$ cat config.mk
export PLATFORM = sky130hd
export DESIGN_NAME = string_literal_unescape_core
export DESIGN_NICKNAME = d
export VERILOG_FILES = /design/src/rtl/core/slu_pkg.sv /design/src/rtl/core/slu_front.sv /design/src/rtl/core/slu_queue.sv /design/src/rtl/core/slu_back.sv /design/src/rtl/core/string_literal_unescape_core.sv
export SDC_FILE = /design/constraint.sdc
export NUM_CORES = 1
export LEC_CHECK = 0
export ABC_AREA = 1
export ABC_CLOCK_PERIOD_IN_PS = 3400
export BUFFER_PORTS_ARGS = -buffer_cell sky130_fd_sc_hd__buf_4
export CORE_MARGIN = 3
export CORE_UTILIZATION = 30
export CTS_CLUSTER_SIZE = 10
export DETAILED_ROUTE_END_ITERATION = 16
export PLACE_DENSITY_LB_ADDON = 0.08
export SLEW_MARGIN = 20
export SYNTH_ARGS = -nofsm -noshare
export SYNTH_HDL_FRONTEND = slang
export SYNTH_HIERARCHICAL = 1
export SYNTH_SLANG_ARGS = --single-unit
$ cat constraint.sdc
create_clock -name clk -period 3.4 [get_ports clk]
set_input_delay 0 -clock clk [delete_from_list [all_inputs] [get_ports clk]]
set_output_delay 0 -clock clk [all_outputs]
set_load 0.03 [all_outputs]
$ cat src/rtl/core/slu_pkg.sv
// ----------------------------------------------------------------------------
// slu_pkg
// shared types, codes and character helpers for the string literal unescape
// core
// ----------------------------------------------------------------------------
package slu_pkg;

  // result event codes
  typedef enum logic [2:0] {
    EV_DATA   = 3'd0,
    EV_CLOSED = 3'd1,
    EV_NUL    = 3'd2,
    EV_NOOPEN = 3'd3,
    EV_UNTERM = 3'd4
  } ev_t;

  // decoder modes
  typedef enum logic [2:0] {
    M_IDLE = 3'd0,
    M_BODY = 3'd1,
    M_ESC  = 3'd2,
    M_HEX0 = 3'd3,
    M_HEX1 = 3'd4,
    M_HEX2 = 3'd5,
    M_OCT1 = 3'd6,
    M_OCT2 = 3'd7
  } mode_t;

  // configuration register indexes
  localparam logic CfgDelimiter = 1'b0;
  localparam logic CfgCheckEnd  = 1'b1;

  localparam logic [7:0] DelimiterReset = 8'h22;
  localparam logic       CheckEndReset  = 1'b1;

  // queue between front and back
  localparam int QDepth = 4;
  localparam int QPtrW  = $clog2(QDepth);
  localparam int QCntW  = $clog2(QDepth + 1);

  // characters
  localparam logic [7:0] ChNul   = 8'h00;
  localparam logic [7:0] ChSpace = 8'h20;
  localparam logic [7:0] ChBslash = 8'h5c;
  localparam logic [7:0] ChZero  = 8'h30;
  localparam logic [7:0] ChSeven = 8'h37;
  localparam logic [7:0] ChNine  = 8'h39;
  localparam logic [7:0] ChUpA   = 8'h41;
  localparam logic [7:0] ChUpF   = 8'h46;
  localparam logic [7:0] ChLoA   = 8'h61;
  localparam logic [7:0] ChLoB   = 8'h62;
  localparam logic [7:0] ChLoF   = 8'h66;
  localparam logic [7:0] ChLoN   = 8'h6e;
  localparam logic [7:0] ChLoR   = 8'h72;
  localparam logic [7:0] ChLoT   = 8'h74;
  localparam logic [7:0] ChLoV   = 8'h76;
  localparam logic [7:0] ChLoX   = 8'h78;

  // one queue word: one or two results of a single input byte
  typedef struct packed {
    logic       two;
    ev_t        ev0;
    logic [7:0] d0;
    ev_t        ev1;
    logic [7:0] d1;
  } entry_t;

  // {valid, digit value}
  function automatic logic [4:0] hex_digit(input logic [7:0] b);
    logic [7:0] t;
    logic [4:0] r;
    r = '0;
    t = '0;
    if (b >= ChZero && b <= ChNine) begin
      r = {1'b1, b[3:0]};
    end else if (b >= ChLoA && b <= ChLoF) begin
      t = b - 8'h57;
      r = {1'b1, t[3:0]};
    end else if (b >= ChUpA && b <= ChUpF) begin
      t = b - 8'h37;
      r = {1'b1, t[3:0]};
    end
    return r;
  endfunction

  function automatic logic is_oct(input logic [7:0] b);
    return (b >= ChZero) && (b <= ChSeven);
  endfunction

endpackage

$ cat src/rtl/core/slu_front.sv
// ----------------------------------------------------------------------------
// slu_front
// takes source bytes, runs the literal/escape state and builds queue words
// ----------------------------------------------------------------------------
module slu_front import slu_pkg::*; (
  input  logic       clk,
  input  logic       rst,
  input  logic [7:0] delimiter,
  input  logic       check_end,
  input  logic       accept,
  input  logic [7:0] in_byte,
  output logic       push,
  output entry_t     entry
);

  mode_t      mode, mode_next;
  logic [7:0] escape_value, escape_value_next;

  // plain body byte handling
  logic       body_has;
  ev_t        body_ev;
  logic [7:0] body_data;
  mode_t      body_mode;

  logic [4:0] hx;
  logic       flush;
  logic       has0;
  ev_t        ev0;
  logic [7:0] d0;

  always_comb begin
    body_has  = 1'b1;
    body_ev   = EV_DATA;
    body_data = 8'h00;
    body_mode = M_IDLE;
    if (in_byte == delimiter) begin
      body_ev = EV_CLOSED;
    end else if (in_byte == ChBslash) begin
      body_has  = 1'b0;
      body_mode = M_ESC;
    end else if (in_byte < ChSpace && check_end) begin
      body_ev = EV_UNTERM;
    end else if (in_byte == ChNul) begin
      body_ev = EV_NUL;
    end else begin
      body_data = in_byte;
      body_mode = M_BODY;
    end
  end

  always_comb begin
    hx                = hex_digit(in_byte);
    mode_next         = mode;
    escape_value_next = escape_value;
    flush             = 1'b0;
    has0              = 1'b0;
    ev0               = EV_DATA;
    d0                = 8'h00;
    unique case (mode)
      M_IDLE: begin
        if (in_byte == delimiter) begin
          mode_next = M_BODY;
        end else begin
          has0 = 1'b1;
          ev0  = EV_NOOPEN;
        end
      end
      M_BODY: begin
        has0      = body_has;
        ev0       = body_ev;
        d0        = body_data;
        mode_next = body_mode;
      end
      M_ESC: begin
        mode_next = M_BODY;
        has0      = 1'b1;
        unique case (in_byte)
          ChLoA: d0 = 8'h07;
          ChLoB: d0 = 8'h08;
          ChLoT: d0 = 8'h09;
          ChLoV: d0 = 8'h0b;
          ChLoN: d0 = 8'h0a;
          ChLoR: d0 = 8'h0d;
          ChLoF: d0 = 8'h0c;
          ChLoX: begin
            has0              = 1'b0;
            escape_value_next = 8'h00;
            mode_next         = M_HEX0;
          end
          ChNul: begin
            ev0       = check_end ? EV_UNTERM : EV_NUL;
            mode_next = M_IDLE;
          end
          default: begin
            if (is_oct(in_byte)) begin
              has0              = 1'b0;
              escape_value_next = {5'd0, in_byte[2:0]};
              mode_next         = M_OCT1;
            end else begin
              d0 = in_byte;
            end
          end
        endcase
      end
      M_HEX0, M_HEX1: begin
        if (hx[4]) begin
          escape_value_next = {escape_value[3:0], hx[3:0]};
          mode_next         = (mode == M_HEX0) ? M_HEX1 : M_HEX2;
        end else begin
          flush = 1'b1;
        end
      end
      M_HEX2: begin
        if (hx[4]) begin
          escape_value_next = {escape_value[3:0], hx[3:0]};
          has0              = 1'b1;
          d0                = {escape_value[3:0], hx[3:0]};
          mode_next         = M_BODY;
        end else begin
          flush = 1'b1;
        end
      end
      M_OCT1: begin
        if (is_oct(in_byte)) begin
          escape_value_next = {escape_value[4:0], in_byte[2:0]};
          mode_next         = M_OCT2;
        end else begin
          flush = 1'b1;
        end
      end
      M_OCT2: begin
        if (is_oct(in_byte)) begin
          escape_value_next = {escape_value[4:0], in_byte[2:0]};
          has0              = 1'b1;
          d0                = {escape_value[4:0], in_byte[2:0]};
          mode_next         = M_BODY;
        end else begin
          flush = 1'b1;
        end
      end
      default: ;
    endcase

    // numeric escape ends: emit its value, then handle the byte as body
    if (flush) begin
      has0      = 1'b1;
      ev0       = EV_DATA;
      d0        = escape_value;
      mode_next = body_mode;
    end
  end

  always_comb begin
    push      = accept && has0;
    entry.two = flush && body_has;
    entry.ev0 = ev0;
    entry.d0  = d0;
    entry.ev1 = body_ev;
    entry.d1  = body_data;
  end

  always_ff @(posedge clk) begin
    if (rst) begin
      mode         <= M_IDLE;
      escape_value <= 8'h00;
    end else if (accept) begin
      mode         <= mode_next;
      escape_value <= escape_value_next;
    end
  end

endmodule

$ cat src/rtl/core/slu_queue.sv
// ----------------------------------------------------------------------------
// slu_queue
// short fifo of result words between the front and the back
// ----------------------------------------------------------------------------
module slu_queue import slu_pkg::*; (
  input  logic   clk,
  input  logic   rst,
  input  logic   push,
  input  entry_t push_entry,
  input  logic   pop,
  output logic   full,
  output logic   head_valid,
  output entry_t head
);

  entry_t           mem [QDepth];
  logic [QPtrW-1:0] wr_ptr, rd_ptr;
  logic [QCntW-1:0] count;

  assign full       = (count == QCntW'(QDepth));
  assign head_valid = (count != '0);
  assign head       = mem[rd_ptr];

  always_ff @(posedge clk) begin
    if (push) begin
      mem[wr_ptr] <= push_entry;
    end
  end

  always_ff @(posedge clk) begin
    if (rst) begin
      wr_ptr <= '0;
      rd_ptr <= '0;
      count  <= '0;
    end else begin
      if (push) begin
        wr_ptr <= wr_ptr + 1'b1;
      end
      if (pop) begin
        rd_ptr <= rd_ptr + 1'b1;
      end
      unique case ({push, pop})
        2'b10:   count <= count + 1'b1;
        2'b01:   count <= count - 1'b1;
        default: ;
      endcase
    end
  end

endmodule

$ cat src/rtl/core/slu_back.sv
// ----------------------------------------------------------------------------
// slu_back
// holds one queue word and hands out its results one per output word
// ----------------------------------------------------------------------------
module slu_back import slu_pkg::*; (
  input  logic       clk,
  input  logic       rst,
  input  logic       head_valid,
  input  entry_t     head,
  output logic       pop,
  output logic       out_valid,
  input  logic       out_ready,
  output logic [2:0] event_res,
  output logic [7:0] data_byte,
  output logic       last
);

  logic   held;
  logic   idx;
  entry_t cur;
  logic   finishing;

  assign finishing = idx || !cur.two;
  assign pop       = head_valid && (!held || (out_ready && finishing));

  assign out_valid = held;
  assign event_res = idx ? cur.ev1 : cur.ev0;
  assign data_byte = idx ? cur.d1 : cur.d0;
  assign last      = finishing;

  always_ff @(posedge clk) begin
    if (pop) begin
      cur <= head;
    end
  end

  always_ff @(posedge clk) begin
    if (rst) begin
      held <= 1'b0;
      idx  <= 1'b0;
    end else if (pop) begin
      held <= 1'b1;
      idx  <= 1'b0;
    end else if (held && out_ready) begin
      if (finishing) begin
        held <= 1'b0;
        idx  <= 1'b0;
      end else begin
        idx <= 1'b1;
      end
    end
  end

endmodule

$ cat src/rtl/core/string_literal_unescape_core.sv
// ----------------------------------------------------------------------------
// string_literal_unescape_core
// streaming decoder for one quoted c-style string literal, one byte a word
// ----------------------------------------------------------------------------
// usage:
//   in channel (in_valid/in_ready/in_byte) takes one raw source byte a word
//   out channel (out_valid/out_ready) gives event_res, data_byte and last;
//     a byte gives zero, one or two result words, last marks its final one
//   cfg_we/cfg_index/cfg_data write delimiter (index 0) and check_end
//     (index 1); write only while the core is idle
// timing:
//   a byte is taken every cycle while the 4-word queue has room; the first
//   result of a byte passes the queue and the back's register to out_valid
//   one result word leaves per cycle while out_ready is high, so a byte with two
//   results holds the output until both leave; the queue absorbs that and short
//   receiver stalls; when the queue is full in_ready drops until the back pops a word
// reset:
//   synchronous rst empties the queue, drops out_valid, returns the decoder
//   to waiting for the opening delimiter, delimiter to 0x22, check_end to 1
// ----------------------------------------------------------------------------
module string_literal_unescape_core import slu_pkg::*; (
  input  logic       clk,
  input  logic       rst,
  input  logic       in_valid,
  output logic       in_ready,
  input  logic [7:0] in_byte,
  output logic       out_valid,
  input  logic       out_ready,
  output logic [2:0] event_res,
  output logic [7:0] data_byte,
  output logic       last,
  input  logic       cfg_we,
  input  logic       cfg_index,
  input  logic [7:0] cfg_data
);

  // configuration registers
  logic [7:0] delimiter;
  logic       check_end;

  // front to queue
  logic   accept;
  logic   push;
  entry_t push_entry;

  // queue to back
  logic   q_full;
  logic   q_valid;
  logic   pop;
  entry_t q_head;

  always_ff @(posedge clk) begin
    if (rst) begin
      delimiter <= DelimiterReset;
      check_end <= CheckEndReset;
    end else if (cfg_we) begin
      unique case (cfg_index)
        CfgDelimiter: delimiter <= cfg_data;
        CfgCheckEnd:  check_end <= cfg_data[0];
        default: ;
      endcase
    end
  end

  // front takes a word whenever the queue can hold whatever it yields
  assign in_ready = !q_full;
  assign accept   = in_valid && in_ready;

  slu_front u_front (
    .clk       (clk),
    .rst       (rst),
    .delimiter (delimiter),
    .check_end (check_end),
    .accept    (accept),
    .in_byte   (in_byte),
    .push      (push),
    .entry     (push_entry)
  );

  slu_queue u_queue (
    .clk        (clk),
    .rst        (rst),
    .push       (push),
    .push_entry (push_entry),
    .pop        (pop),
    .full       (q_full),
    .head_valid (q_valid),
    .head       (q_head)
  );

  // back serializes each queue word onto the registered output
  slu_back u_back (
    .clk        (clk),
    .rst        (rst),
    .head_valid (q_valid),
    .head       (q_head),
    .pop        (pop),
    .out_valid  (out_valid),
    .out_ready  (out_ready),
    .event_res  (event_res),
    .data_byte  (data_byte),
    .last       (last)
  );

endmodule
* Word-level counts from Yosys, hierarchy flattened
Memories as Yosys holds them, arrays and structs flattened. A register that Yosys moved wholly into a read port is not among the register bits. Index checks and enable logic that the tools add are counted.
Word-level totals: output and inout port bits 14, memories 1, input bits 22, bits in read-only memories 0, register bits 29, RAM bits 92, bits in latches 0
Cells by class: reduce and logical (&&, ||, !) cells 35, mux-type cells 61, add/sub/neg operators 6, equal/unequal tests 29, bitwise operators 1, $mul 0, div/mod/pow operators 0, shift operators 0, magnitude comparators 8
Memories:
- u_queue.mem | words 4, width 23, rd ports 1, clocked after memory_dff 1, wr ports 1, RTL line slu_queue.sv:16 | entry_t mem [QDepth];
Operators with widths (count):
- $mux W8 | 12
- $eq A8 B7 Y1 const B | 9
- $pmux W8 S8 | 1
- $mux W3 | 17
- $pmux W8 S4 | 1
- $pmux W8 S3 | 1
- $pmux W3 S7 | 1
- $ne A3 B1 Y1 const B | 6
- $pmux W3 S3 | 2
- $ge A8 B7 Y1 const B | 2
- $le A8 B6 Y1 const B | 2
- $le A8 B7 Y1 const B | 2
- $mux W1 | 16
- $pmux W8 S2 | 1
- $eq A3 B3 Y1 const B | 5
- $mux W5 | 3
- $reduce_and A6 Y1 | 2
- $logic_and A1 B1 Y1 | 11
- $eq A8 B8 Y1 | 1
- $ge A8 B6 Y1 const B | 1
- $logic_not A8 Y1 | 1
- $lt A8 B6 Y1 const B | 1
- $reduce_or A2 Y1 | 4
- $reduce_or A8 Y1 | 1
- 23 further kinds | 37

* Logic depth before layout (Yosys ltp)
Gate-level depths: netlist (run 1).
depth after elaboration 11, depth in mapped cells 22, depth with buffers taken out 21

* By module
The synthesis (run 1) kept the hierarchy.
By module, submodules not included:
- slu_queue | instances 1, cells an instance 280, area an instance 4184.0 um2, seq. area each 2942.8 um2
- slu_front | instances 1, cells an instance 336, area an instance 1865.5 um2, seq. area each 220.2 um2
- slu_back | instances 1, cells an instance 73, area an instance 945.9 um2, seq. area each 730.7 um2
- string_literal_unescape_core | instances 1, cells an instance 58, area an instance 385.4 um2, seq. area each 180.2 um2

* Least setup slack after synthesis (run 1)
No wires, ideal clock.
path type flip-flop to flip-flop, from register u_front.mode[2], to register u_queue.count[1], arrival time 2396 ps, path buffers 1, setup slack 934 ps, stages on the path, launching flop included 15, library setup time 70 ps, required time 3330 ps, path through dfxtp_1 buf_2 nor2_1 nor2_1 nand2_1 inv_2 nand2_4 nand2_4 inv_1 a31oi_1 inv_2 ha_1 inv_1 fa_1 a21oi_1
Between the ends: longest elaborated chain between the ends 7, elaborated cells between the ends (all ways) 18, those cells by class eq/ne (9); mux (4); reduce/logical (5)
Ends and longest elaborated chain:
- from (decl) | RTL line slu_front.sv:16 | mode_t mode, mode_next;
- from (signal assigned) | RTL line slu_front.sv:167 | mode <= mode_next;
- $eq A3 B3 Y1 or $eq A3 B2 Y1 (tied branches) | RTL line slu_front.sv:59 | unique case (mode)
- $reduce_or A3 Y1 (no line) or $reduce_or A2 Y1 (tied branches)
- $pmux W1 S2 | RTL line slu_front.sv:59
- $mux W1 (*) | RTL line slu_front.sv:145 | if (flush) begin
- $logic_and A1 B1 Y1 (*) | RTL line slu_front.sv:154 | push = accept && has0;
- named net push | RTL line string_literal_unescape_core.sv:43 | logic push;
- $eq A2 B1 Y1 or $eq A2 B2 Y1 (tied branches) | RTL line slu_queue.sv:42 | unique case ({push, pop})
- $pmux W3 S2 or $reduce_bool A2 Y1 (tied branches)
- to (signal assigned) | RTL line slu_queue.sv:43 | 2'b10: count <= count + 1'b1;
- to (signal assigned) | RTL line slu_queue.sv:44 | 2'b01: count <= count - 1'b1;
- to (decl) | RTL line slu_queue.sv:18 | logic [QCntW-1:0] count;
The timed path passes the listed nets; every way through them passes the cells marked *. A chain may end at the register's enable or synchronous reset.

* Worst setup path in the final report (run 1)
from register u_front.mode[2], to register u_queue.count[2]
Same word-level chain as after synthesis.

==> results.md, run 1 <==
* Clock period minus worst slack at between 3000 and 4000 ps
* Max H-tree Level at 4
* Multi-input logic area at 2710 µm²
* Synth Flop Type: edfxtp_1
* Via count at 5413
* Clock slew at reported path FFs at about 70 ps
* CTS root buffer: clkbuf_16
* First-pass iteration count of the detailed router at 7
* Mean Syn Cell Area at about 9.9 µm²
* P_leak at about 3.4 nW
* Internal power at 4.17 mW
* Unique masters post-synth at 46
* Worst Max-Slew Pin Slew at 828 ps
* DR DRC count at 0
* Final wirelength at around 19000 µm
* Async SR Flop Fraction at 0%
* Longest Clk Path Bufs at 2
* CP startpoint kind: flip-flop
* Post-DR wirelength/cell at 16.7 µm
* F_max at 330 MHz
* Total CTS buffers at 17
* Fillers at 2428
* ANT nets after route at 0
* DR iter-0 viols at about 370
* Power Total at between 6 and 7 mW
* Status: finished clean
* Setup tns final at 0 ps
* Hold Fails Final Rpt at 0
* Final net count at approximately 850
* Switching power at 2.27 mW
* Switch share at 35.2%
* Share of cells above drive strength 1 at 21.2%
* Crit-path max FO at 13
* CTS resizes at 0
* Mux cell area share after synthesis at 0%
* CTS tree: built
* Slowest cell delay on critical path at 460 ps
* Layout area overhead at 18.6%
* Pre-CTS setup slack at 429 ps
* Largest net degree at the start of global routing at 47
* Largest family of logic cells by synthesized area: simple AND/OR/NAND/NOR gates
* Seq. cell area at 4070 µm²
* Diode count at 0
* Total GRT Usage at between 10 and 15%
* Grt total ovfl at 0
* RSZ-0062 raised after global routing: false
* Syn. warnings at 6
* Core Rows at 56
* Clk_lat worst skew at 410 ps
* CP endpoint kind: flip-flop
* Synth top area share at 46.8%
* Mapped Area at 7380 µm²
* Post-route clock period utilization at 89.0%
* Core area at 23800 µm²
* Comb pwr share at a little under a third
* Initial antenna violation count at 0
* Hpwl dp at ~13000 µm
* Slew Viols, Final at 0
* Clk sinks at approximately 150
* Via density at 4.72
* Setup ws final at 373 ps
* Crit path max-delay family: simple AND/OR/NAND/NOR gates
* Worst VDD drop at 0.295 mV
* Top-Level Pins at 36
* Crit path required time at ~3800 ps
* Post-synthesis xor/xnor area fraction at 0.475%
* Yosys top cell by area: edfxtp_1
* Setup CP Type: reg -> reg
* Width of the die at 163 µm
* Ranking of synthesized cells by area: edfxtp_1, dfxtp_1, nand2_1, nor2_1, nand3_1
* Synthesized netlist cell count at 747
* Clk_skew at around 11 ps
* Worst path most repeated cell: inv_1
* Compound-Gate Fraction of Synth Area at 11.5%
* Register area share after synthesis at 55.2%
* Crit path buffers/inverters at 6
* Wire length of the first global-routing pass at 29900 µm
* Max Cap Viol at 0
* Final setup viols at 0
* Placed cell area at 7870 µm²
* Slew headroom at between 40% and 50%
* Syn_nets at 780
* Vias in the first global route at between 5000 and 6000
* Sequential power share at 39.8%
* Starting Density at 31.0%
* Slowest cell on crit path: dfxtp_1
* Power share of the clock group at 29.3%
* CP Cell Sequence: nor2_1 -> nor2_1 -> nand2_1 -> inv_2 -> nand2_4 -> nand2_4 -> inv_1 -> a31oi_1 -> inv_2 -> ha_1 -> inv_1 -> fa_1 -> inv_1 -> nand2_1 -> nand3_1 -> nand2_1 -> inv_1 -> nor2_1
* Die area at 26500 µm²
* Cell Pwr Density at between 700 and 800 nW/µm²
* Adder-cell share of the synthesized area at 1.97%
* Final instance area at 8750 µm²
* Count of input and output buffers at 35
* Post-synth EDFFs at 115
* Post-synthesis simple-gate area fraction at 22.7%
* Routability Congestion at 0.844
* Register bit count reported by yosys at 146
* Hold Path Class: in -> reg
* Die Y at 163 µm
* Worst Path Arrival at 3380 ps
[registers in the layout, indices dropped and copies added, names as in the netlist, named ones only]
name,flops
u_front/mode,3
u_queue/count,3
u_queue/wr_ptr,2
check_end,1
u_back/out_valid,1
u_queue/rd_ptr,2
u_back/cur,23
delimiter,8
u_queue/mem,92
u_back/idx,1
u_front/escape_value,8
[layout by cell type (no fill, tap or decap), types with 21 or more instances in the layout]
cell and instances:
inv_1 71, nand3_1 55, edfxtp_1 115, buf_4 47, nor2_1 79, a21oi_1 21
nand2_1 151, o21ai_0 44, dfxtp_1 31, dlygate4sd3_1 29, nor2_2 23
[metal layers]
layer | wire length [µm] | GRT usage (%) | vias to the layer above
met3 | 616 | 2.92 | 18
met2 | 9460 | 25.2 | 94
met4 | 279 | 4.27 | 0
met5 | 0 | 0 | -
met1 | 8830 | 19.3 | 2631
li1 | - | - | 2670
[synth_stat cells, types with 2 or more instances]
master	instances
nand2_1	151
edfxtp_1	115
nor2_1	79
inv_1	71
nand3_1	55
o21ai_0	44
dfxtp_1	31
nor2_2	23
a21oi_1	21
o22ai_1	18
o21ai_2	17
o22ai_2	16
inv_2	11
ha_1	10
nor2_4	10
buf_2	7
buf_6	7
nand4_1	7
nand2_2	6
nand2_4	5
nand3b_1	5
buf_12	4
nor3_1	4
buf_4	3
clkbuf_4	3
xnor2_1	3
nand3_2	2
[cells by family after synthesis]
| family | after synthesis |
|---|---|
| xor+xnor | 4 |
| buf+inv | 111 |
| simple gates | 352 |
| compound gates | 123 |
| flops | 146 |
| fa+ha+maj | 11 |
[power groups by stage]
stage	Sequential, mW	Combinational [mW]	Clock, mW
6_report	2.57	1.99	1.89
3_5_place_dp	2.61	2.01	0
3_3_place_gp	2.61	1.98	0
5_1_grt	2.61	2.20	2.01
2_1_floorplan	2.56	1.53	0
4_1_cts	2.57	2.04	1.94
[worst paths after layout]
path | start | endpoint | slack (ps) | depth (start not counted)
setup reg to reg | u_front/mode[2]$_SDFFE_PP0P_ | u_queue/count[2]$_SDFFE_PP0P_ | 370 | 18
setup / recovery | u_front/mode[2]$_SDFFE_PP0P_ | u_queue/count[2]$_SDFFE_PP0P_ | 370 | 18
hold reg to reg | u_queue/rd_ptr[1]$_SDFFE_PP0P_ | u_queue/rd_ptr[1]$_SDFFE_PP0P_ | 450 | 1
hold / removal | in_byte[1] | u_front/escape_value[1]$_SDFFE_PP0P_ | 50 | 5
[area by class of cell]
| cell class | count | area share, % |
|---|---|---|
| flip-flops and latches | 146 | 46.6 |
| clock buffers | 17 | 4.86 |
| clock inverters | 15 | 1.93 |
| inverters | 85 | 3.82 |
| well taps | 319 | 4.56 |
| repair buffers | 76 | 7.35 |
| multi-input cells | 490 | 30.9 |
[metrics by stage]
step	utilization [%]	instances	hold slack [ps]
floorplan	-	747	69.1
global placement	33.0	1087	256
CTS	36.7	1148	22.6
global route	36.7	1148	58.0
detailed placement	33.0	1087	258
finish	36.7	1148	45.1
[worst register-to-register path: stages, from the launching register on]
cell	delay, ps
dfxtp_1	460
nor2_1	100
nor2_1	240
nand2_1	230
inv_2	170
nand2_4	100
nand2_4	160
inv_1	80
a31oi_1	420
inv_2	120
ha_1	240
inv_1	90
fa_1	190
inv_1	40
nand2_1	70
nand3_1	80
nand2_1	60
inv_1	30
nor2_1	80
[repair_timing]
| action | in CTS | in global routing |
|---|---|---|
| hold buffers | 29 | 0 |
| setup buffers | 0 | 0 |
| endpoints found under the hold margin | 18 | 0 |
| endpoints found under the setup margin | 0 | 0 |
Power figures use the tool's default switching activity.
==> run 2, diff against run 1 <==
--- a/config.mk
+++ b/config.mk
@@ -12,6 +12,8 @@
 export CORE_UTILIZATION = 30
 export CTS_CLUSTER_SIZE = 10
 export DETAILED_ROUTE_END_ITERATION = 16
+export GPL_ROUTABILITY_DRIVEN = 0
+export MAX_ROUTING_LAYER = met4
 export PLACE_DENSITY_LB_ADDON = 0.08
 export SLEW_MARGIN = 20
 export SYNTH_ARGS = -nofsm -noshare
==> run 2 against run 1 <==
Against the previous run: setup slack better by 160 ps; routed wire length shrank 1.4%; via count down 0.92%; critical path depth unchanged; maximum frequency up 5.5%; utilization hardly changed; non-clock buffer count decreased by 1; die area unchanged; critical path type unchanged; critical endpoint unchanged.
==> results.md, run 2 (same netlist as run 1, synthesis figures left out) <==
* Vias in the first global route at 5207
* Setup tns final at 0 ps
* Top-Level Pins at 36
* Die area at about 27000 µm²
* Fin Hold WS at 38.8 ps
* Clk_lat worst skew at approximately 420 ps
* Max H-tree Level at 4
* Setup CP Type: reg -> reg
* Post-Layout Cell Count at roughly 1100
* Post-DR wirelength/cell at 16.5 µm
* Crit path required time at 3760 ps
* R2r setup slk at between 500 and 600 ps
* Via density at 4.68
* Post-route clock period utilization at between 80% and 90%
* Longest Clk Path Bufs at 2
* Cells on worst reg2reg path at 18
* Total CTS buffers at 17
* Final setup viols at 0
* Core area at between 20000 and 25000 µm²
* Share of cells above drive strength 1 at 21.4%
* Crit-path max FO at 13
* Clk sinks at 146
* Clk_skew at 10.0 ps
* Setup ws final at 530 ps
* Pre-CTS setup slack at 397 ps
* Reg-to-Reg Start: u_front/mode[2]$_SDFFE_PP0P_
* Biggest regs: u_queue/mem: 92 flops, u_back/cur: 23 flops
* F_max at 348 MHz
* Status: finished clean
* CP endpoint kind: flip-flop
* HP Start: in_byte[1]
* Hold Fails Final Rpt at 0
* CTS root buffer: clkbuf_16
* Worst Hold Depth at 5
* Clock period minus worst slack at 2870 ps
* Slew headroom at 44.4%
* Slew Viols, Final at 0
* Count of input and output buffers at 35
* Largest register FFs at 92
* Starting Density at 31.0%
* Clock slew at reported path FFs at roughly 60 ps
* Layout area overhead at 18.5%
* Largest net degree at the start of global routing at 47
* First-pass iteration count of the detailed router at 5
* Top Metal Used: met4
* Hpwl dp at 12500 µm
* Final wirelength at 18900 µm
* Final net count at 848
* Max Cap Viol at 0
* Initial antenna violation count at 0
* Worst Path Arrival at 3230 ps
* Wire length of the first global-routing pass at 29500 µm
* DR DRC count at 0
* Fillers at 2397
* Wl on met1 at 8700 µm
* Power Total at about 6.4 mW
* Hold Path Class: in -> reg
* RSZ-0062 raised after global routing: false
* Width of the die at 163 µm
* Grt total ovfl at 0
* Multi-input logic area at 2710 µm²
* Cell Pwr Density at around 740 nW/µm²
* Largest Register: u_queue/mem
* Worst VDD drop at 0.384 mV
* Worst Max-Slew Pin Slew at 832 ps
* Via count at 5363
* CTS tree: built
* Most frequent cells in the layout: nand2_1, edfxtp_1, nor2_1, inv_1, nand3_1
* Total GRT Usage at 15.1%
* Die Y at 163 µm
* Reg-to-reg endpoint: u_queue/count[2]$_SDFFE_PP0P_
* WL met3 at 635 µm
* DR iter-0 viols at ~340
* Diode count at 0
* Metal2 WL at 9350 µm
* CP startpoint kind: flip-flop
* Core Rows at 56
* Post-CTS Setup Bufs at 0
* Most common cell after layout, fill and taps aside: nand2_1
* Endpoint, Worst Hold: u_front/escape_value[1]$_SDFFE_PP0P_
* P_leak at 3.43 nW
* ANT nets after route at 0
* Placed instance count at 1086
* Seq. cell area at 4070 µm²
## run 2: cell types whose count changed in the layout (fill, tap and decap cells not counted), sizes merged
cell / change
clkinvlp: +2
clkinv: -2
buf: -1
## run 2: power breakdown
part	internal [mW]	switching, mW
Combinational	0.649	1.33
Clock	1.10	0.789
Sequential	2.42	0.152
Total	4.17	2.27
## run 2: layout make-up
type	instances	area share, %
Sequential cell	146	46.6
Multi-Input combinational cell	490	31.0
Timing Repair Buffer	75	7.26
Clock buffer	17	4.86
Tap cell	319	4.56
Inverter	85	3.82
Clock inverter	15	1.93
## run 2: worst max-delay path by stage
stage / startpoint / cells after the start / to
2_1_floorplan: u_front/mode[2]$_SDFFE_PP0P_ / 14 / u_queue/count[1]$_SDFFE_PP0P_
3_3_place_gp: u_front/mode[2]$_SDFFE_PP0P_ / 18 / u_queue/count[2]$_SDFFE_PP0P_
3_5_place_dp: u_front/mode[2]$_SDFFE_PP0P_ / 18 / u_queue/count[2]$_SDFFE_PP0P_
4_1_cts: u_front/mode[2]$_SDFFE_PP0P_ / 18 / u_queue/count[2]$_SDFFE_PP0P_
5_1_grt: u_front/mode[2]$_SDFFE_PP0P_ / 18 / u_queue/count[2]$_SDFFE_PP0P_
6_report: u_front/mode[2]$_SDFFE_PP0P_ / 18 / u_queue/count[2]$_SDFFE_PP0P_
## run 2: worst max-delay path, stage by stage, from the launching register on
cell     delay, ps
dfxtp_1        460
nor2_1         100
nor2_1         220
nand2_1        220
inv_2          160
nand2_4         90
nand2_4        160
inv_1           90
a31oi_2        310
inv_2          100
ha_1           220
inv_1           90
fa_1           200
inv_1           50
nand2_1         70
nand3_1         70
nand2_1         60
inv_1           30
nor2_1          80
## run 2: metal layers
metal	up-vias	global-route usage [%]
li1	2672	-
met4	0	4.42
met1	2567	18.9
met2	106	24.9
met5	-	-
met3	18	2.87
## run 2: what timing repair did
action	in CTS	in global routing
resized for setup	0	1
setup endpoints to repair	0	1
hold endpoints to repair	18	0
hold buffers	29	0
## run 2: stage by stage
stage          area, µm²  util [%]
2_1_floorplan       7380         -
3_3_place_gp        7860      33.0
3_5_place_dp        7860      33.0
4_1_cts             8740      36.7
5_1_grt             8750      36.7
6_report            8750      36.7
==> run 3, diff against run 2 <==
--- a/config.mk
+++ b/config.mk
@@ -5,8 +5,8 @@
 export SDC_FILE = /design/constraint.sdc
 export NUM_CORES = 1
 export LEC_CHECK = 0
-export ABC_AREA = 1
-export ABC_CLOCK_PERIOD_IN_PS = 3400
+export ABC_AREA = 0
+export ABC_CLOCK_PERIOD_IN_PS = 2300
 export BUFFER_PORTS_ARGS = -buffer_cell sky130_fd_sc_hd__buf_4
 export CORE_MARGIN = 3
 export CORE_UTILIZATION = 30
==> constraint.sdc (replaced) <==
create_clock -name clk -period 2.3 [get_ports clk]
set_input_delay 0 -clock clk [delete_from_list [all_inputs] [get_ports clk]]
set_output_delay 0 -clock clk [all_outputs]
set_load 0.03 [all_outputs]
==> run 3 against run 2 <==
Against the previous run: clock skew about the same; clock power up 33%; synthesized cell count down 31%; critical path depth down 5; maximum frequency up 8.7%; die area down 6.5%; first-iteration DRC count up 2.9%; routed wire length down 13%; the flow now finishes with violations (negative setup slack); combinational power up 11%; cell area down 0.46%; highest routed layer unchanged.
==> results.md, run 3 <==
* Worst Path Arrival at between 2000 and 3000 ps
* Die area at ~25000 µm²
* Core Rows at 54
* Initial antenna violation count at 0
* Clk_skew at a little under 10 ps
* R2r setup slk at -340 ps
* Final setup viols at 2
* Setup ws final at -340 ps
* Most common cell in the netlist: edfxtp_1
* Synth Flop Type: edfxtp_1
* Crit path required time at 2640 ps
* Met3 usage at under 10%
* Final net count at about 660
* Clk_lat worst skew at between 400 and 500 ps
* Fillers at 2144
* Worst VDD drop at 0.395 mV
* Biggest regs: u_queue/mem: 92 flops, u_back/cur: 23 flops
* Via count at approximately 4600
* M1 GR Usage at 18.4%
* Fin util at 39.3%
* Ranking of synthesized cells by area: edfxtp_1, dfxtp_1, mux4_2, nor2_1, mux2_4
* End of the critical path: u_queue/count[2]$_SDFFE_PP0P_
* CP endpoint kind: flip-flop
* Largest family of logic cells by synthesized area: simple AND/OR/NAND/NOR gates
* Mux cell area share after synthesis at approximately 11%
* Mapped Area at 6880 µm²
* Clock period minus worst slack at 2640 ps
* Core area at 22200 µm²
* Via density at 5.07
* RSZ-0062 raised after global routing: true
* Adder-cell share of the synthesized area at 2.11%
* Status: finished, violations left
* Post-synthesis simple-gate area fraction at between 10% and 20%
* Fin Hold WS at 60.4 ps
* Crit-path max FO at 3
* Setup CP Type: reg -> reg
* Clk sinks at 146
* Critical path origin: delimiter[4]$_SDFFE_PP0P_
* Hold Path Class: in -> reg
* Clock slew at reported path FFs at 60 ps
* Register bit count reported by yosys at 146
* Most instantiated cells after synthesis: edfxtp_1, nor2_1, dfxtp_1
* CTS tree: built
* Cell Pwr Density at 952 nW/µm²
* Synth top area share at 50.2%
* Most common cell after layout, fill and taps aside: edfxtp_1
* Vias in the first global route at roughly 4700
* Hpwl dp at approximately 11000 µm
* Failing checks: negative setup slack
* DR DRC count at 0
* Unique masters post-synth at 72
* CTS root buffer: clkbuf_16
* Starting Density at 31.1%
* Hold Fails Final Rpt at 0
* Total CTS buffers at 17
* Compound-Gate Fraction of Synth Area at 10.1%
* Yosys top cell by area: edfxtp_1
* Largest net degree at the start of global routing at 35
* Pre-CTS setup slack at -526 ps
* Die Y at 157 µm
* Placed instance count at roughly 860
* Count of input and output buffers at 35
* Syn_nets at 545
* Wire length of the first global-routing pass at 26200 µm
* First-pass iteration count of the detailed router at 5
* GR peak layer: met2
* Reg-to-Reg Start: delimiter[4]$_SDFFE_PP0P_
* Met2 Use GR at 23.0%
* F_max at 379 MHz
* DR iter-0 viols at around 350
* Post-synthesis xor/xnor area fraction at 1.78%
* Most frequent cells in the layout: edfxtp_1, buf_4, nor2_1, dfxtp_1, nand2_1
* Mean Syn Cell Area at 13.4 µm²
* Post-DR wirelength/cell at ~18 µm
* Synthesized netlist cell count at 512
* Width of the die at approximately 160 µm
* P_leak at 3.07 nW
* Grt total ovfl at 0
* CP startpoint kind: flip-flop
* Final instance area at 8710 µm²
* Total GRT Usage at 14.3%
* Layout area overhead at 26.5%
* ANT nets after route at 0
* Slew Viols, Final at 0
* Max Cap Viol at 0
* Longest Clk Path Bufs at 2
* Slew headroom at 47.3%
* Top-Level Pins at 36
* Post-synth EDFFs at 115
* Worst Max-Slew Pin Slew at 784 ps
* Max H-tree Level at 4
* Post-Layout Cell Count at 917
* Reg-to-reg endpoint: u_queue/count[2]$_SDFFE_PP0P_
* Cells on worst reg2reg path at 13
* Post-route clock period utilization at 115%
* Seq. cell area at between 4000 and 5000 µm²
* Register area share after synthesis at 59.2%
* Async SR Flop Fraction at 0%
* Setup tns final at -515 ps
* Largest Register: u_queue/mem
* Diode count at 0
* Syn. warnings at 6
* Share of cells above drive strength 1 at 31.2%
* Placed cell area at 7920 µm²
* Multi-input logic area at 2610 µm²
* Largest register FFs at between 90 and 100
* Final wirelength at 16500 µm
* Power Total at 8.29 mW
-- run 3: how the worst min path moves through the flow --
stage | from | end | cells after the start | slack (ps)
final | cfg_index | delimiter[4]$_SDFFE_PP0P_ | 3 | 60
after global routing | cfg_index | delimiter[4]$_SDFFE_PP0P_ | 3 | 80
after CTS | cfg_index | delimiter[6]$_SDFFE_PP0P_ | 3 | 50
after detailed placement | out_ready | u_back/out_valid$_SDFFE_PP0P_ | 2 | 240
after global placement | out_ready | u_back/out_valid$_SDFFE_PP0P_ | 2 | 230
after floorplan | rst | u_back/out_valid$_SDFFE_PP0P_ | 1 | 70
-- run 3: power by group --
group          total (mW)  internal, mW  switching (mW)
Sequential           3.59          3.44           0.147
Combinational        2.19         0.992            1.19
Clock                2.52          1.48            1.04
-- run 3: cells by family after synthesis --
kind of cell | count (synthesis)
xor gates and xnor gates | 14
and+or+nand+nor | 148
DFF | 146
AOI/OAI and AO/OA | 101
buffers and inverters | 51
muxes | 41
adders and majority gates | 11
-- run 3: metal layers --
metal	vias to the layer above	share of wire, %
met5	-	0
met4	0	1.3
met3	22	3.3
met2	105	49
met1	2321	46
li1	2199	-
-- run 3: what timing repair did --
action	in CTS	in global routing
endpoints found under the setup margin	96	127
hold buffers	19	0
endpoints found under the hold margin	15	0
pin swaps	7	4
setup buffers	2	2
resized for setup	7	4
-- run 3: worst max-delay path: stages (launching register included) --
cell      delay [ps]
dfxtp_2          340
xnor2_2          120
nand4_1          220
nor2_1           100
nor2_1           150
a211oi_1          90
o41a_1           350
inv_1             70
ha_2             180
inv_2             40
fa_2             330
xor2_1           150
or3_1            300
a21oi_1          140
-- run 3: area by class of cell --
class | instances | area share (%)
flip-flops and latches | 146 | 46.9
multi-input cells | 315 | 30.0
clock buffers | 18 | 4.93
well taps | 280 | 4.02
inverters | 19 | 0.848
clock inverters | 14 | 1.28
repair buffers | 125 | 12.0
